File: src/rtl/core/cfta_pkg.sv
// Shared types and constants for the connection flow table with idle aging.
// No dependencies; used by the table cell, the top level and the testbench.
`timescale 1ns / 1ps
package cfta_pkg;

   localparam int TableEntriesDef = 64;
   localparam logic [15:0] TimeoutReset = 16'd300;

   typedef enum logic [1:0] {
      ACT_INSERT = 2'd0,
      ACT_LOOKUP = 2'd1,
      ACT_TICK   = 2'd2,
      ACT_NONE   = 2'd3
   } action_type;

   typedef enum logic [1:0] {
      ST_IDLE  = 2'd0,
      ST_MATCH = 2'd1,
      ST_APPLY = 2'd2
   } state_type;

   // Key as stored in a cell, already masked for IPv4.
   typedef struct packed {
      logic [63:0] src_hi;
      logic [63:0] src_lo;
      logic [63:0] dst_hi;
      logic [63:0] dst_lo;
      logic [31:0] ports;
      logic [8:0]  proto_family;
   } key_type;

   // Broadcast from the sequencer to every cell.
   typedef struct packed {
      key_type     key;
      logic [15:0] process;
      logic [31:0] now;
      logic [31:0] now_next;
      logic [15:0] timeout;
      logic        capture;
      logic        commit;
      logic        op_insert;
      logic        op_lookup;
      logic        op_tick;
      logic        any_ex;
   } ctrl_type;

   // Priority and read-data chain passed cell to cell.
   typedef struct packed {
      logic        ex_seen;
      logic        fb_seen;
      logic        free_seen;
      logic [15:0] ex_hnd;
      logic [15:0] fb_hnd;
   } chain_type;

endpackage

File: src/rtl/core/cfta_cell.sv
// One table entry: key, handle, stamp, match flags and its link of the chain.
// Depends on cfta_pkg.
`timescale 1ns / 1ps
module cfta_cell (
   input  logic                 clock,
   input  logic                 reset,
   input  cfta_pkg::ctrl_type   ctrl,
   input  cfta_pkg::chain_type  chain_in,
   output cfta_pkg::chain_type  chain_out,
   output logic                 expire
);
   logic                valid_ff, valid_in;
   cfta_pkg::key_type   key_ff;
   logic [15:0]         proc_ff;
   logic [31:0]         stamp_ff, stamp_in;
   logic                hit_ex_ff, hit_fb_ff, exp_ff;
   logic                match_ex, match_fb, aged;
   logic                grant_ex, grant_fb, grant_free, do_write, do_refresh;
   logic [31:0]         age;

   assign match_ex = valid_ff && (key_ff == ctrl.key);
   assign match_fb = valid_ff && (key_ff.src_hi == 64'd0) && (key_ff.src_lo == 64'd0)
                     && (key_ff.dst_hi == ctrl.key.dst_hi)
                     && (key_ff.dst_lo == ctrl.key.dst_lo)
                     && (key_ff.ports == ctrl.key.ports)
                     && (key_ff.proto_family == ctrl.key.proto_family);
   assign age  = ctrl.now_next - stamp_ff;
   assign aged = valid_ff && (age > {16'd0, ctrl.timeout});

   // lowest-index selection ripples along the row
   assign grant_ex   = hit_ex_ff && !chain_in.ex_seen;
   assign grant_fb   = hit_fb_ff && !chain_in.fb_seen;
   assign grant_free = !valid_ff && !chain_in.free_seen;

   always_comb begin
      chain_out.ex_seen   = chain_in.ex_seen | hit_ex_ff;
      chain_out.fb_seen   = chain_in.fb_seen | hit_fb_ff;
      chain_out.free_seen = chain_in.free_seen | !valid_ff;
      chain_out.ex_hnd    = chain_in.ex_hnd | (grant_ex ? proc_ff : 16'd0);
      chain_out.fb_hnd    = chain_in.fb_hnd | (grant_fb ? proc_ff : 16'd0);
   end

   assign do_write   = ctrl.commit && ctrl.op_insert
                       && (ctrl.any_ex ? grant_ex : grant_free);
   assign do_refresh = ctrl.commit && ctrl.op_lookup
                       && (ctrl.any_ex ? grant_ex : grant_fb);
   assign expire     = exp_ff;

   always_comb begin
      valid_in = valid_ff;
      stamp_in = stamp_ff;
      if (do_write || do_refresh) begin
         valid_in = 1'b1;
         stamp_in = ctrl.now;
      end else if (ctrl.commit && ctrl.op_tick && exp_ff) begin
         valid_in = 1'b0;
      end
   end

   always_ff @(posedge clock) begin
      if (reset) begin
         valid_ff <= 1'b0;
      end else begin
         valid_ff <= valid_in;
      end
   end

   always_ff @(posedge clock) begin
      stamp_ff <= stamp_in;
      if (do_write) begin
         key_ff  <= ctrl.key;
         proc_ff <= ctrl.process;
      end
      if (ctrl.capture) begin
         hit_ex_ff <= match_ex;
         hit_fb_ff <= match_fb;
         exp_ff    <= aged;
      end
   end
endmodule

File: config.mk
export PLATFORM = sky130hd
export DESIGN_NAME = cfta_cell
export DESIGN_NICKNAME = d
export VERILOG_FILES = /design/src/rtl/core/cfta_pkg.sv /design/src/rtl/core/cfta_cell.sv
export SDC_FILE = /design/constraint.sdc
export NUM_CORES = 1
export LEC_CHECK = 0
export ABC_CLOCK_PERIOD_IN_PS = 15400
export BUFFER_PORTS_ARGS = -buffer_cell sky130_fd_sc_hd__buf_2
export CORE_AREA = 10 10 206 208
export DETAILED_ROUTE_END_ITERATION = 12
export DIE_AREA = 0 0 216 218
export GPL_ROUTABILITY_DRIVEN = 0
export PLACE_DENSITY = 0.73
export SETUP_SLACK_MARGIN = 0.02
export SYNTH_ARGS = -nofsm -noshare
export SYNTH_HDL_FRONTEND = slang
export SYNTH_SLANG_ARGS = --single-unit
File: constraint.sdc
create_clock -name clock -period 15.4 [get_ports clock]
set_input_delay 1.54 -clock clock [delete_from_list [all_inputs] [get_ports clock]]
set_output_delay 1.54 -clock clock [all_outputs]
set_load 0.01 [all_outputs]
# Yosys cells after proc, flatten, opt, wreduce, memory -nomap -nowiden
# Cells that the tools add are included.
# word_totals
reg_bits	349
inputBits	436
output_inout_bits	36
word_cells	55
# op_classes
add_sub_neg	1
order_cmp	1
eq_ne	5
muxes	6
bitwise	5
reduce_logical	25
# ops
cell	count
$eq 297x297->1	1
$eq 64x64->1	2
$logic_not 64->1	2
$eq 32x32->1	1
$gt 32x16->1	1
$mux 16	2
$or 16x16->16	2
$sub 32x32->32	1
$logic_and 1x1->1	17
$eq 9x9->1	1
$logic_not 1->1	4
$mux 1	4
$or 1x1->1	3
$reduce_bool 2->1	1
$logic_or 1x1->1	1

# Logic depth before layout (Yosys ltp)
# depth
depth_word	7
ltp_mapped	19
mapped_depth_nobuf	19

# Worst setup path before layout
# Ideal clock, no wire load.
# synth_path
path_kind	input-to-reg
from	input chain_in[34] (netlist name)
to	register stamp_ff[0] (enable)
arrival_time_ps	10384
required_time_ps	15023
path_slack_ps	4639
cell_stages	6
cell_sequence	nor2b_1 -> clkbuf_1 -> nand2_1 -> o31ai_1 -> and3_1 -> a31o_2
# synth_between
elab_chain_len	5
# synth_rtl
item	line	source
from (decl)	cfta_cell.sv:8	input cfta_pkg::chain_type chain_in,
$logic_not 1->1	cfta_cell.sv:31	assign grant_ex = hit_ex_ff && !chain_in.ex_seen;
$logic_and 1x1->1	cfta_cell.sv:31	
$mux 1	cfta_cell.sv:44	&& (ctrl.any_ex ? grant_ex : grant_free);
$logic_and 1x1->1	cfta_cell.sv:44	
net do_write	cfta_cell.sv:18	logic grant_ex, grant_fb, grant_free, do_write, do_refresh;
$logic_or 1x1->1	cfta_cell.sv:52	if (do_write || do_refresh) begin
to (signal assigned)	cfta_cell.sv:69	stamp_ff <= stamp_in;
to (decl)	cfta_cell.sv:15	logic [31:0] stamp_ff, stamp_in;
# The timed path passes the listed nets, and every way through them passes these cells.
# A chain may end at the register's enable or synchronous reset.

# Worst setup path in the final report
# layout_path
from	input ctrl[26] (netlist name)
to	register exp_ff (netlist: expire), data pin
# layout_between
elab_chain_len	3
# layout_rtl
item	line	source
from (decl)	cfta_cell.sv:7	input cfta_pkg::ctrl_type ctrl,
$sub 32x32->32	cfta_cell.sv:27	assign age = ctrl.now_next - stamp_ff;
$gt 32x16->1	cfta_cell.sv:28	assign aged = valid_ff && (age > {16'd0, ctrl.timeout});
$logic_and 1x1->1	cfta_cell.sv:28	
net aged	cfta_cell.sv:17	logic match_ex, match_fb, aged;
to (signal assigned)	cfta_cell.sv:77	exp_ff <= aged;
to (decl)	cfta_cell.sv:16	logic hit_ex_ff, hit_fb_ff, exp_ff;
# The timed path passes the listed nets, and every way through them passes these cells.

==> impl_metrics.toml <==
[sta]
fin_skew_ns = 0.01673
finalSetupViolations = 0
fmaxAchievable_mhz = 200.3
worst_pin_slew_ns = 1.130
finalHoldViolCount = 0
tns_ns = 0
fin_crit_sh_pct = 32.41
relSlewSlack_pct = 24.51
drv_slew = 0
rsz0062_at_grt = "no"
final.min_clock_period_ns = 4.992

[global_routing]
grt_util_met3_pct = 4.480
grt_pass1_wl_um = 79030
grt_pass1_vias = 13530
use_met2_pct = 35.97
antenna_found_initial = 12
grt-ovfl-total = 0
grt_max_degree = 75
use_met1_pct = 26.52
gr-max-usage-layer = "met2"
grt_use_total_pct = 21.50

[route]
via_per_inst = 5.525
wl_per_cell_um = 22.67
dr.pass1.iters = 8
ant_nets = 0
drc_errors = 0
finalWirelength_um = 53010
vias = 12920
drtIter0Drc = 1275

[synthesis]
syn-num-nets = 1762
ys_ff_latch = 349
synth_cell_type_count = 67
synth.yosys.seq_area_share_pct = 61.70
synth.largest_area_cell = "edfxtp_1"
synth_top_flop_cell = "edfxtp_1"
synth_cells = 1278
syn_area_per_cell_um2 = 13.28
synthArstFlopShare_pct = 0
yosysTopAreaCellShare_pct = 61.58
synth_area_mm2 = 0.01697
ys_warn_count = 0
netlist_top_cells_area = "edfxtp_1 62%, xnor2_1 7.1%, xor2_1 5.8%"
synth-edff-count = 348

[power_and_ir_drop]
p_sw_mw = 0.5454
powerDensity_mw_per_mm2 = 105.9
clkPwrFrac_pct = 39.3
power_leakage_nw = 8.375
switching_share_pct = 24.32
power_frac_seq_pct = 48.7
worst_ir_drop_vdd_mv = 0.1085
comb_power_share_pct = 12.0
internal-power_mw = 1.697

[die]
die_y_um = 218
design.core.area_mm2 = 0.03829
dieArea_mm2 = 0.04709
initial_core_util_pct = 44.32
rows = 72
die_w_um = 216
ios = 472

[cells_and_area]
drive_gt1_share_pct = 30.14
final_area_mm2 = 0.02117
final_common_cell = "buf_2"
num-fill-cells = 3235
post-route-util_pct = 55.29
multi_input_area_mm2 = 0.005983
ff_latch_area_mm2 = 0.01047
final_nets = 2265
area_delta_synth_final_pct = 24.76
layout_common_cells = "471 x buf_2, 348 x edfxtp_1, 137 x xnor2_1, 124 x inv_1, 112 x xor2_1"

[min_path]
worstHoldPathCells = 2
hp-class = "register to register"

[clocking]
clkTransAtPathRegs_ns = 0.06
cts-hold-fix-buffers = 0
htree_levels = 2
cts_tree = "yes"
clock-sinks = 349
post_cts_buffers = 0
cts_buffers = 39
clk_latency_ns = 0.56
cts_resized = 0
cts_max_path_buffers = 3
clockRootBuffer = "clkbuf_16"

[placement]
placed_area_mm2 = 0.01996
numPortBuffers = 471
dp.final_hpwl_um = 42770

[critical_path]
r2r_cells = 18
worstPathMaxFanout = 6
crit_arrival_ns = 5.27
startpoint_type = "primary input"
end_kind = "register"
worstPathRequired_ns = 15.68
r2r_setup_slack_ns = 11.13
path_class = "primary input to register"

[status]
status = "complete, no violations"

[job]
cap_viol_max_count = 0
==> layer usage <==
metal,routed length [µm],vias up,part of all wire (%)
met5,0,-,0
met4,1877,0,3.5
met3,4457,122,8.4
met2,26040,683,49
met1,20630,6238,39
li1,-,5875,-
==> synthesized netlist by cell type, types with 20 or more instances <==
library cell,instances
xor2_1,112
a21o_1,44
ha_1,47
xnor2_1,137
o21ai_0,20
nand4_1,61
nand2_1,41
edfxtp_1,348
o22ai_1,21
a21oi_1,37
nor2_1,22
nor4_1,75
inv_1,124
==> state kept, by name, summed over array words and instances, names as in the netlist <==
name / count
key_ff: 297
proc_ff: 16
valid_ff: 1
expire: 1
hit_ex_ff: 1
stamp_ff: 32
hit_fb_ff: 1
==> cell families (layout without fill, tap and decap cells) <==
family                   after synthesis  in the layout  synth area share [%]
adder cells (fa/ha/maj)               48             48                 3.584
flip-flops                           349            349                 61.70
multiplexers                           5              5                0.3097
other                                  0             12                     0
XOR/XNOR                             249            249                 12.85
buffers and inverters                138            668                 3.067
AO/OA/AOI/OAI                        227            227                 9.726
AND/OR/NAND/NOR                      262            262                 8.760
==> final timing paths <==
kind / end / start
setup / recovery: expire$_DFFE_PP_ / ctrl[26]
hold / removal: valid_ff$_SDFFE_PP0P_ / valid_ff$_SDFFE_PP0P_
setup reg to reg: expire$_DFFE_PP_ / stamp_ff[4]$_DFFE_PP_
hold reg to reg: valid_ff$_SDFFE_PP0P_ / valid_ff$_SDFFE_PP0P_
==> metrics by stage <==
| stage | total power, mW | worst slack (ns) | std cells | hold WS, ns |
|---|---|---|---|---|
| 6_report | 2.243 | 10.41 | 2338 | 0.5661 |
| 5_1_grt | 2.325 | 10.17 | 2336 | 0.5884 |
| 4_1_cts | 2.258 | 10.59 | 2326 | 0.5672 |
| 3_5_place_dp | 1.377 | 10.02 | 2258 | 0.5564 |
| 3_3_place_gp | 1.368 | 10.15 | 2258 | 0.5529 |
| 2_1_floorplan | 1.257 | 4.639 | 1278 | 0.5017 |
==> power by group through the flow <==
stage          Sequential, mW  Clock, mW  Combinational [mW]
6_report                 1.09      0.881               0.270
5_1_grt                  1.09      0.936               0.295
4_1_cts                  1.09      0.899               0.267
3_5_place_dp             1.11          0               0.265
3_3_place_gp             1.11          0               0.257
2_1_floorplan            1.12          0               0.142
==> critical path: stages <==
cell and delay [ns]:
buf_2 0.11, ha_1 0.37, a21o_1 0.22, a31oi_1 0.22, a21oi_1 0.20, o21ai_0 0.20
nand2b_1 0.07, a21o_1 0.20, a31oi_1 0.22, xnor2_1 0.10, ha_1 0.30, nand4_1 0.14
nor4_1 0.26, nand2_1 0.10, a211oi_1 0.43, o2111ai_1 0.22, nor4_1 0.22, a41oi_1 0.15
==> cell type report <==
cell class | instances | area share, %
multi-input combinational | 791 | 28.26
clock buffer | 44 | 4.699
tap | 518 | 3.061
timing repair buffer | 476 | 11.31
clock inverter | 24 | 0.8688
sequential | 349 | 49.46
antenna | 12 | 0.1418
inverter | 124 | 2.199
Power figures use the tool's default switching activity.
